`src/rtl/core/gmd_pkg.sv`:
```
`timescale 1ns / 1ps
package gmd_pkg;

  localparam int GMD_MAX_WIDTH  = 64;
  localparam int GMD_MAX_HEIGHT = 64;

  localparam int DIM_W      = 7;
  localparam int THR_W      = 17;
  localparam int PICK_W     = 8;
  localparam int MARK_W     = 16;
  localparam int OP_W       = 1;
  localparam int CELL_OUT_W = 12;
  localparam int CFG_IDX_W  = 2;

  localparam logic [DIM_W-1:0] DIM_RESET = 7'd64;

  // register indexes
  localparam logic [CFG_IDX_W-1:0] CFG_GRID_WIDTH     = 2'd0;
  localparam logic [CFG_IDX_W-1:0] CFG_GRID_HEIGHT    = 2'd1;
  localparam logic [CFG_IDX_W-1:0] CFG_MARK_THRESHOLD = 2'd2;

  // operations
  localparam logic [OP_W-1:0] OP_STEP    = 1'b0;
  localparam logic [OP_W-1:0] OP_RESTART = 1'b1;

  // neighbour scan order
  localparam logic [1:0] DIR_LEFT  = 2'd0;
  localparam logic [1:0] DIR_RIGHT = 2'd1;
  localparam logic [1:0] DIR_UP    = 2'd2;
  localparam logic [1:0] DIR_DOWN  = 2'd3;

  typedef struct packed {
    logic vis_we;
    logic vis_wbit;
    logic stk_we;
  } gmd_wr_ctl_t;

endpackage

```
`src/rtl/core/gmd_div.sv`:
```
`timescale 1ns / 1ps
module gmd_div #(
  parameter int DW = 12
) (
  input  logic                       clk,
  input  logic                       rst,
  input  logic                       start,
  input  logic [DW-1:0]              dividend,
  input  logic [gmd_pkg::DIM_W-1:0]  divisor,
  output logic                       busy,
  output logic [DW-1:0]              quotient,
  output logic [gmd_pkg::DIM_W-1:0]  remainder
);
  import gmd_pkg::*;

  localparam int CNT_W = $clog2(DW);

  logic [CNT_W-1:0] cnt;
  logic [DIM_W-1:0] dvs;
  logic [DIM_W:0]   rem_sh;
  logic             ge;

  // one restoring shift-subtract step per cycle
  assign rem_sh = {remainder, quotient[DW-1]};
  assign ge     = rem_sh >= {1'b0, dvs};

  always_ff @(posedge clk) begin
    if (rst) begin
      busy <= 1'b0;
      cnt  <= '0;
    end else if (start) begin
      busy <= 1'b1;
      cnt  <= CNT_W'(DW - 1);
    end else if (busy) begin
      if (cnt == '0) begin
        busy <= 1'b0;
      end
      cnt <= cnt - 1'b1;
    end
  end

  always_ff @(posedge clk) begin
    if (start) begin
      quotient  <= dividend;
      remainder <= '0;
      dvs       <= divisor;
    end else if (busy) begin
      quotient  <= {quotient[DW-2:0], ge};
      remainder <= ge ? DIM_W'(rem_sh - {1'b0, dvs}) : rem_sh[DIM_W-1:0];
    end
  end

endmodule

```
`config.mk`:
```
export PLATFORM = sky130hd
export DESIGN_NAME = gmd_div
export DESIGN_NICKNAME = d
export VERILOG_FILES = /design/src/rtl/core/gmd_pkg.sv /design/src/rtl/core/gmd_div.sv
export SDC_FILE = /design/constraint.sdc
export NUM_CORES = 1
export LEC_CHECK = 0
export BUFFER_PORTS_ARGS = -buffer_cell sky130_fd_sc_hd__buf_2
export CORE_ASPECT_RATIO = 1.5
export CORE_MARGIN = 5
export CORE_UTILIZATION = 40
export DETAILED_ROUTE_END_ITERATION = 16
export PLACE_DENSITY = 0.71
export RECOVER_POWER = 25
export SYNTH_ARGS = -nofsm -noshare
export SYNTH_HDL_FRONTEND = slang
export SYNTH_SLANG_ARGS = --single-unit
```
`constraint.sdc`:
```
create_clock -name clk -period 2.2 [get_ports clk]
set_input_delay 0 -clock clk [delete_from_list [all_inputs] [get_ports clk]]
set_output_delay 0 -clock clk [all_outputs]
set_load 0.01 [all_outputs]
```
* Word level (Yosys, flattened, before mapping)
Index checks and enable logic that the tools add are counted. W data, S select, Z words.
Operators by class: $add $sub $neg 2, order comparisons 1, mux-type cells 8, reductions and logical operators 3
Operators with widths (number):
- $mux W12 | 2
- $ge A8 B7 Y1 | 1
- $mux W4 | 2
- $mux W7 | 1
- $sub A7 B7 Y7 | 1
- $logic_not A4 Y1 | 1
- $sub A4 B1 Y4 const B | 1
- $mux W1 | 3
- $reduce_bool A2 Y1 | 1
- $reduce_or A2 Y1 | 1
Storage, ports and cells: flip-flop bits (word level) 31, input port bits 22, output and inout port bits 20, logic and storage cells 20

* Logic depth before layout (Yosys ltp)
Gate-level depths: netlist of run 1.
word-level depth 4, gate-level depth with buffers 9, gate-level depth less buffers 7

* Worst setup path before layout of run 1
OpenSTA, ideal clock, no wires.
path kind register to register, from register quotient[11], to register remainder[0] (netlist bit), library setup time 0.088 ns, arrival 2.152 ns, data required time 2.112 ns, slack -0.040 ns, cell stages (with the launch flop) 10, buffers on the path 2, period minus slack after synthesis 2.240 ns, path through edfxtp_1 inv_1 ha_1 fa_1 nand2b_1 a211o_1 buf_6 and3_1 buf_6 a311oi_2
On the way: cells in the longest elaborated chain, start to end 2, elaborated cells between the ends (all ways) 3, classes of those cells add/sub (1); order compare (1); mux (1)
RTL lines:
- start: declaration | line gmd_div.sv:11 | output logic [DW-1:0] quotient,
- start signal: assignment | line gmd_div.sv:44 | quotient <= dividend;
- start signal: assignment | line gmd_div.sv:48 | quotient <= {quotient[DW-2:0], ge};
- $sub A7 B7 Y7 or $ge A8 B7 Y1 (tied branches) | line gmd_div.sv:49, gmd_div.sv:25
- $mux W7 * | line gmd_div.sv:49 | remainder <= ge ? DIM_W'(rem_sh - {1'b0, dvs}) : rem_sh[DIM_W-1:0];
- end signal: assignment | line gmd_div.sv:49
- end: declaration | line gmd_div.sv:12 | output logic [gmd_pkg::DIM_W-1:0] remainder
Mark *: on every way between the ends. The rest lies on a longest branch, timed or not. A chain may end at the register's enable or synchronous reset.

* Worst setup path in the final report of run 1
from register quotient[11], to register quotient[0] (data pin)
On the way: cells in the longest elaborated chain, start to end 3
RTL lines:
- $ge A8 B7 Y1 | line gmd_div.sv:25 | assign ge = rem_sh >= {1'b0, dvs};
- $mux W12 | line gmd_div.sv:47 | end else if (busy) begin
- $mux W12 | line gmd_div.sv:43 | if (start) begin
Every way passes these cells. The select of a mux whose other input is x is not followed.

==> results of run 1 <==
## registers in the layout, indices dropped and copies added (netlist names)
register	cells
quotient	12
dvs	7
remainder	7
cnt	4
busy	1
## placed cells by master (no fill, tap or decap), types with 4 or more instances in the layout
cell type	instances
a41oi_1	4
buf_2	37
buf_4	6
clkbuf_1	4
clkbuf_8	5
dfxtp_1	12
dlygate4sd3_1	8
edfxtp_1	19
ha_1	8
inv_1	12
mux2_2	11
nand2_1	9
nor2_1	18
nor3b_1	5
xor2_1	5
## layout make-up
cell class	count	area, um^2
Tap cell	46	57.56
Clock inverter	3	38.79
Clock buffer	5	68.82
Sequential cell	31	810.8
Inverter	12	45.04
Timing Repair Buffer	55	325.3
Multi-Input combinational cell	111	868.3
Fill cell	385	2031
## where the power goes
group          total, mW  internal [mW]  switching, mW
Combinational      0.323          0.153          0.169
Clock              0.547          0.331          0.216
Sequential         0.706          0.674         0.0324
## layer usage
| layer | up-vias | wire, um |
|---|---|---|
| met3 | 9 | 234 |
| li1 | 696 | - |
| met1 | 655 | 1472 |
| met2 | 41 | 2070 |
| met4 | 0 | 122 |
| met5 | - | 0 |
## Yosys cell counts, types with 2 or more instances
library cell	n	area (um^2)
a31oi_1	2	12.51
a21o_1	2	15.01
buf_1	2	7.510
o21bai_1	2	15.01
buf_6	2	22.52
nor2_1	18	67.56
nor3b_1	5	37.54
nand2b_1	4	25.02
xor2_1	5	43.79
clkbuf_1	3	11.26
a41oi_1	4	35.03
mux2_2	11	123.9
o31ai_2	2	25.02
ha_1	8	100.1
nor2b_1	3	18.77
a211oi_1	3	22.52
a311oi_2	2	30.03
dfxtp_1	12	240.2
edfxtp_1	19	570.6
inv_1	12	45.04
o21ai_0	2	10.01
a21oi_1	2	10.01
nand4_1	2	12.51
or2_2	2	12.51
nand2_1	9	33.78
nand3b_1	2	15.01
## final timing paths
check        slack, ps  cells past startpoint                   endpoint
max                130                      7      quotient[0]$_DFFE_PP_
min                 20                      2      quotient[4]$_DFFE_PP_
max reg2reg        130                      7      quotient[0]$_DFFE_PP_
min reg2reg        570                      2  remainder[2]$_SDFFE_PP0P_
## per-stage QoR
stage                     worst slack (ps)  std cells
final                                132.9        263
after detailed placement             148.3        247
after global routing                 50.02        263
after CTS                            136.3        263
after floorplan                      31.80        163
after global placement               183.0        247
## cell families after synthesis
| group | share of synthesized area (%) |
|---|---|
| muxes | 7.573 |
| AOI/OAI and AO/OA | 15.36 |
| xor gates and xnor gates | 2.972 |
| buffers and inverters | 5.591 |
| and+or+nand+nor | 15.85 |
| DFF | 45.86 |
| adders and majority gates | 6.794 |
==> summary.md, run 1 <==
| Metric | Value |
|---|---|
| Status | `finished with violations` |
| Failing checks | `capacitance limit, slew limit` |
| Most Crowded Layer GR | `met2` |
| CP Max Fanout | `6` |
| Drt drc | `0` |
| Number of flops mapped to enable cells by yosys | `19` |
| Hold path startpoint | `dividend[4]` |
| Post-DRT Antenna Nets | `0` |
| Hold-fix buffers at CTS | `8` |
| Clk slew on worst S/H paths | `70 ps` |
| Total grt overflow | `0` |
| # clock sinks | `31` |
| Syn nets | `194` |
| Max-Cap Viols | `1` |
| Mapped cell area | `1768 um^2` |
| Met3 Track Usage GR | `3.704%` |
| Post-DP HPWL | `2.817 mm` |
| Slew Limit Fails | `40` |
| Htree depth | `2` |
| Post-Route Skew | `7.529 ps` |
| Final hold vios | `0` |
| Number of post-CTS setup repair buffers | `0` |
| Worst-Skew Late Latency | `280 ps` |
| Routed len/inst | `14.83 um` |
| Starting Density | `41.64%` |
| Tightest Pin Transition | `1748 ps` |
| Post-synth cell types | `49` |
| Hold_ws | `19.55 ps` |
| RePlAce Congestion | `0.8150` |
| Finished Cell Area | `2215 um^2` |
| Yosys reg bits | `31` |
| Slowest cell on the critical path | `fa_2` |
| Largest net degree at the start of global routing | `40` |
| Vias in the first global route | `1416` |
| Post-Syn Instances | `163` |
| Cell Pwr Density | `711.9 nW/um^2` |
| Async S/R FF share, synth | `0%` |
| I/O Buffers | `41` |
| Final Setup Violations | `0` |
| Core area | `4245 um^2` |
| TritonCTS Buffers | `5` |
| CTS tree | `built` |
| Leak | `0.9571 nW` |
| Post-layout util | `52.17%` |
| Share of cells above drive strength 1 | `33.18%` |
| # IOs | `42` |
| Crit path launch type | `flip-flop` |
| Mean post-synth cell area | `10.85 um^2` |
| Top FF cell, synth | `edfxtp_1` |
| 1st-iter DRT viols | `29` |
| Initial antenna violation count | `0` |
| Worst flop-to-flop path startpoint | `quotient[11]$_DFFE_PP_` |
| Die ar. | `5877 um^2` |
| Crit path kind | `flip-flop to flip-flop` |
| Vias | `1401` |
| Delay-heaviest family, CP | `adder cells` |
| Final total power | `1.577 mW` |
| CP Capture Type | `flip-flop` |
| GRT Overall Usage | `13.61%` |
| Setup TNS | `0 ps` |
| Die Y | `91.43 um` |
| Met1 usage | `14.33%` |
| Syn. warnings | `0` |
| Min Tclk post-route | `2067 ps` |
| Total Routed Length | `3.899 mm` |
| Crit path cell chain | `inv_1 > ha_1 > fa_2 > nand2b_4 > a211o_1 > and3_1 > mux2i_1` |
| Ant. Diodes | `0` |
| Area Overhead vs Synth | `25.27%` |
| Met2 Use GR | `23.59%` |
| Worst min path class | `primary input to flip-flop` |
| Root buf cell | `clkbuf_8` |
| Peak VDD IR | `0.0008301 V` |
| F_max | `0.4838 GHz` |
| WP buf/inv | `1` |
| 1st-pass router iterations | `4` |
| CTS max path bufs | `2` |
| First-pass GRT wire length | `6.382 mm` |
| Area after DPL | `2032 um^2` |
| Crit path largest cell delay | `350 ps` |
| Vias per inst | `5.327` |
| Rel. slew slack | `-16.56%` |
| Post-layout nets | `247` |
| Req. time, crit path | `2300 ps` |
| Critical Path Start | `quotient[11]$_DFFE_PP_` |
| Sequential area share after synthesis | `45.86%` |
| Worst path arrival time | `2160 ps` |
| Site row count | `29` |
| Post-CTS Resized | `0` |
| RSZ-0062 raised after global routing | `no` |
| Horiz. Die Dim | `64.28 um` |
| Crit share post-route | `93.96%` |
(Power assumes the default switching activity.)
==> run 2, diff against run 1 <==
- CELL_PAD_IN_SITES_DETAIL_PLACEMENT: not set -> 1
- CELL_PAD_IN_SITES_GLOBAL_PLACEMENT: not set -> 1
- CORE_MARGIN: 5 -> not set
- CORE_UTILIZATION: 40 -> 37
- PLACE_DENSITY: 0.71 -> 0.81
- clock period: 2.2 -> 1.8 ns (I/O delays scaled with it)
==> summary.md, run 2 (synthesis results as in run 1) <==
| Metric | Value |
|---|---|
| Status | `finished with violations` |
| Failing checks | `setup timing` |
| Worst Reg-to-Reg Cells | `7` |
| Min Tclk post-route | `1997 ps` |
| Crit path largest cell delay | `420 ps` |
| Largest Register | `quotient` |
| Total grt overflow | `0` |
| Crit path cell chain | `ha_4 > fa_2 > nand2b_4 > a211o_1 > buf_6 > a31o_4 > o21ai_2` |
| Dpl ws | `-206.5 ps` |
| WP buf/inv | `1` |
| RePlAce Congestion | `0.7832` |
| 1st-iter DRT viols | `22` |
| Cell Pwr Density | `790.3 nW/um^2` |
| # IOs | `42` |
| Worst min path class | `primary input to flip-flop` |
| Post-DRT Antenna Nets | `0` |
| Clk slew on worst S/H paths | `70 ps` |
| Worst path arrival time | `2220 ps` |
| Crit path kind | `flip-flop to flip-flop` |
| Vias per inst | `5.034` |
| Post-layout util | `52.70%` |
| Slowest cell on the critical path | `edfxtp_1` |
| Routed len/inst | `15.62 um` |
| Worst setup slack after layout | `-196.9 ps` |
| Crit share post-route | `110.9%` |
| CTS tree | `built` |
| Largest register FFs | `12` |
| First-pass GRT wire length | `7.231 mm` |
| # clock sinks | `31` |
| Tightest Pin Transition | `836.9 ps` |
| Core area | `4542 um^2` |
| Final Setup Violations | `8` |
| Worst-Skew Late Latency | `290 ps` |
| 1st-pass router iterations | `4` |
| Crit path launch type | `flip-flop` |
| CP Capture Type | `flip-flop` |
| Htree depth | `2` |
| Layout Cells excl Fill | `295` |
| Die ar. | `5064 um^2` |
| Peak VDD IR | `0.0005090 V` |
| Initial antenna violation count | `0` |
| Drt drc | `0` |
| GRT Overall Usage | `19.31%` |
| CTS max path bufs | `2` |
| Req. time, crit path | `2020 ps` |
| CP Max Fanout | `5` |
| Final hold vios | `0` |
| Share of cells above drive strength 1 | `42.42%` |
| Placed cells | `277` |
| Total Routed Length | `4.609 mm` |
| Slew Limit Fails | `0` |
| Site row count | `30` |
| Area Overhead vs Synth | `35.39%` |
| I/O Buffers | `41` |
| Largest net degree at the start of global routing | `40` |
| Ant. Diodes | `0` |
| Starting Density | `38.93%` |
| Root buf cell | `clkbuf_8` |
| RSZ-0062 raised after global routing | `yes` |
| Vias in the first global route | `1550` |
| Vias | `1485` |
| F_max | `0.5008 GHz` |
| Post-layout nets | `261` |
| Rel. slew slack | `44.21%` |
| Biggest regs | `quotient x12, dvs x7, remainder x7` |
| Fillers | `506` |
| TritonCTS Buffers | `5` |
| WP depth | `7` |
| Leak | `1.028 nW` |
| Cells on Worst Hold Path | `2` |
| Commonest non-fill, non-tap cell in the layout | `buf_2` |
| Post-Route Skew | `7.039 ps` |
| Delay-heaviest family, CP | `compound AO/OA/AOI/OAI gates` |
| Most frequent cells in the layout | `buf_2 (38), edfxtp_1 (19), buf_4 (19)` |
| Final total power | `1.892 mW` |
| Horiz. Die Dim | `58.44 um` |
| Die Y | `86.66 um` |
| Post-DP HPWL | `3.253 mm` |
| Max-Cap Viols | `0` |
==> run 2: cell count changes in the layout (fill, tap and decap cells not counted), sizes merged <==
cell / previous run / this run
buf: 43 / 58
bufinv: 1 / 0
clkinvlp: 0 / 1
clkinv: 2 / 1
==> run 2: timing repair <==
item | CTS | global route
hold buffers | 8 | 0
endpoints found under the hold margin | 12 | 0
endpoints found under the setup margin | 8 | 8
resized for setup | 5 | 3
cloned | 0 | 0
pin swaps | 2 | 2
setup buffers | 0 | 2
==> run 2: routing by layer <==
metal,vias to the layer above,share of wire [%],global-route usage (%)
li1,724,-,-
met3,6,4.4,3.433
met2,45,56,37.10
met5,-,0,0
met4,0,1.4,7.143
met1,710,38,20.24
==> run 2: power breakdown <==
part / leakage, nW / switching [mW] / internal [mW]
clock: 0.0412 / 0.280 / 0.270
combinational: 0.698 / 0.244 / 0.235
sequential: 0.288 / 0.0396 / 0.824
==> run 2: through the flow <==
step	cell area, um^2	TNS (ps)	hold slack [ps]
6_report	2394	-1238	18.51
5_1_grt	2394	-1545	9.262
4_1_cts	2362	-1186	9.697
3_5_place_dp	2162	-1228	178.8
3_3_place_gp	2162	-667.8	175.9
2_1_floorplan	1795	-1620	72.38
==> run 2: path summary, 6_finish.rpt <==
| check | end | slack (ps) | start |
|---|---|---|---|
| setup / recovery | remainder[5]$_SDFFE_PP0P_ | -200 | dvs[0]$_DFFE_PP_ |
| setup reg to reg | remainder[5]$_SDFFE_PP0P_ | -200 | dvs[0]$_DFFE_PP_ |
| hold / removal | quotient[9]$_DFFE_PP_ | 20 | dividend[9] |
| hold reg to reg | quotient[4]$_DFFE_PP_ | 580 | quotient[3]$_DFFE_PP_ |
==> run 2: layout make-up <==
cell class | instances | area (um^2) | area share, %
Inverter | 12 | 45.04 | 1.882
Clock inverter | 2 | 12.51 | 0.5227
Sequential cell | 31 | 810.8 | 33.87
Timing Repair Buffer | 69 | 437.9 | 18.30
Multi-Input combinational cell | 111 | 934.6 | 39.05
Tap cell | 64 | 80.08 | 3.346
Clock buffer | 6 | 72.57 | 3.032
==> run 3, diff against run 2 <==
- CORE_UTILIZATION: 37 -> 40
- PLACE_DENSITY: 0.81 -> 0.75
- clock period: 1.8 -> 1.95 ns (I/O delays scaled with it)
==> summary.md, run 3 (synthesis results as in run 1) <==
| Metric | Value |
|---|---|
| Worst-Skew Late Latency | `280 ps` |
| Die ar. | `4695 um^2` |
| Failing checks | `setup timing` |
| RSZ-0062 raised after global routing | `yes` |
| Largest net degree at the start of global routing | `40` |
| Final hold vios | `0` |
| CTS max path bufs | `2` |
| RePlAce Congestion | `0.7981` |
| Post-DRT Antenna Nets | `0` |
| Met3 Track Usage GR | `4.361%` |
| 1st-iter DRT viols | `20` |
| Vias | `1488` |
| Die Y | `83.43 um` |
| R2R setup slack | `-60 ps` |
| Max-Cap Viols | `0` |
| Total Routed Length | `4.461 mm` |
| F_max | `0.4967 GHz` |
| Largest register FFs | `12` |
| Worst setup slack after layout | `-63.41 ps` |
| First-pass GRT wire length | `7.341 mm` |
| Req. time, crit path | `2140 ps` |
| Htree depth | `2` |
| Rel. slew slack | `49.64%` |
| Layout Cells excl Fill | `272` |
| Horiz. Die Dim | `56.28 um` |
| Tightest Pin Transition | `755.3 ps` |
| Most frequent cells in the layout | `buf_2 (40), edfxtp_1 (19), nor2_1 (18)` |
| Min Tclk post-route | `2013 ps` |
| Post-layout nets | `256` |
| Core area | `4245 um^2` |
| CTS tree | `built` |
| Clk slew on worst S/H paths | `70 ps` |
| Initial antenna violation count | `0` |
| Biggest regs | `quotient x12, dvs x7, remainder x7` |
| Worst path arrival time | `2210 ps` |
| Peak VDD IR | `0.0005938 V` |
| Crit share post-route | `103.3%` |
| Slew Limit Fails | `0` |
| Commonest non-fill, non-tap cell in the layout | `buf_2` |
| Final Setup Violations | `7` |
| Met1 usage | `21.79%` |
| Crit path kind | `flip-flop to flip-flop` |
| Leak | `1.015 nW` |
| Cells on Worst Hold Path | `2` |
| Site row count | `29` |
| Total grt overflow | `0` |
| Share of cells above drive strength 1 | `42.04%` |
| Worst Reg-to-Reg Cells | `7` |
| GRT Overall Usage | `20.37%` |
| Crit path largest cell delay | `370 ps` |
| Vias per inst | `5.471` |
| Root buf cell | `clkbuf_8` |
| Post-Route Skew | `9.518 ps` |
| Crit path cell chain | `inv_2 > ha_4 > fa_2 > nand2b_4 > a211o_4 > and3_4 > a311oi_2` |
| CP Max Fanout | `6` |
| Status | `finished with violations` |
| Met2 Use GR | `36.58%` |
| 1st-pass router iterations | `4` |
| Worst min path class | `primary input to flip-flop` |
| CP Capture Type | `flip-flop` |
| Post-DP HPWL | `3.171 mm` |
| Crit path launch type | `flip-flop` |
| Slowest cell on the critical path | `edfxtp_1` |
| Ant. Diodes | `0` |
| # clock sinks | `31` |
| Setup TNS | `-150.3 ps` |
| Starting Density | `41.64%` |
| Drt drc | `0` |
| Largest Register | `quotient` |
| # IOs | `42` |
| Final total power | `1.742 mW` |
| Area Overhead vs Synth | `33.83%` |
| I/O Buffers | `41` |
| Placed cells | `253` |
| Cell Pwr Density | `736.2 nW/um^2` |
| Most Crowded Layer GR | `met2` |
| TritonCTS Buffers | `5` |
| Routed len/inst | `16.40 um` |
| Vias in the first global route | `1635` |
[run 3: critical path, delay by kind of cell (launching register included)]
| kind | cells | cell delay (ps) |
|---|---|---|
| simple gates | 2 | 390 |
| fa+ha+maj | 2 | 500 |
| compound gates | 2 | 600 |
| buf+inv | 1 | 70 |
| flops | 1 | 370 |
[run 3: metal layers]
layer,up-vias,routed length (um)
met3,18,171
met5,-,0
met1,708,1690
met4,0,205
met2,48,2394
li1,714,-
[run 3: area by class of cell]
cell class / instances / area (um^2)
Fill cell: 463 / 1879
Sequential cell: 31 / 810.8
Tap cell: 46 / 57.56
Multi-Input combinational cell: 111 / 960.9
Inverter: 12 / 45.04
Timing Repair Buffer: 64 / 400.4
Clock buffer: 7 / 86.33
Clock inverter: 1 / 5.005
[run 3: per-stage QoR]
stage / util (%) / hold slack [ps] / cell area (um^2) / worst slack (ps)
after floorplan: - / 72.38 / 1795 / -147.7
after global placement: 49.34 / 175.9 / 2095 / 3.601
after detailed placement: 49.34 / 178.7 / 2095 / -87.50
after CTS: 54.67 / 13.61 / 2321 / -34.30
after global routing: 55.73 / 8.915 / 2366 / -120.4
final: 55.73 / 16.30 / 2366 / -63.41
[run 3: what timing repair did]
item / in CTS / in global routing
setup buffers: 2 / 1
endpoints found under the hold margin: 12 / 0
resized for setup: 7 / 5
pin swaps: 2 / 3
gates cloned: 0 / 0
setup endpoints to repair: 7 / 8
hold buffers: 8 / 0
[run 3: worst paths after layout]
kind / endpoint / start
min reg2reg: quotient[8]$_DFFE_PP_ / quotient[7]$_DFFE_PP_
max: remainder[0]$_SDFFE_PP0P_ / quotient[11]$_DFFE_PP_
min: quotient[2]$_DFFE_PP_ / dividend[2]
max reg2reg: remainder[0]$_SDFFE_PP0P_ / quotient[11]$_DFFE_PP_
[run 3: power breakdown]
group	internal, mW	total, mW	leakage [nW]	switching, mW
sequential	0.761	0.796	0.288	0.0349
clock	0.284	0.517	0.0482	0.233
combinational	0.205	0.429	0.678	0.224
total	1.25	1.74	1.01	0.492
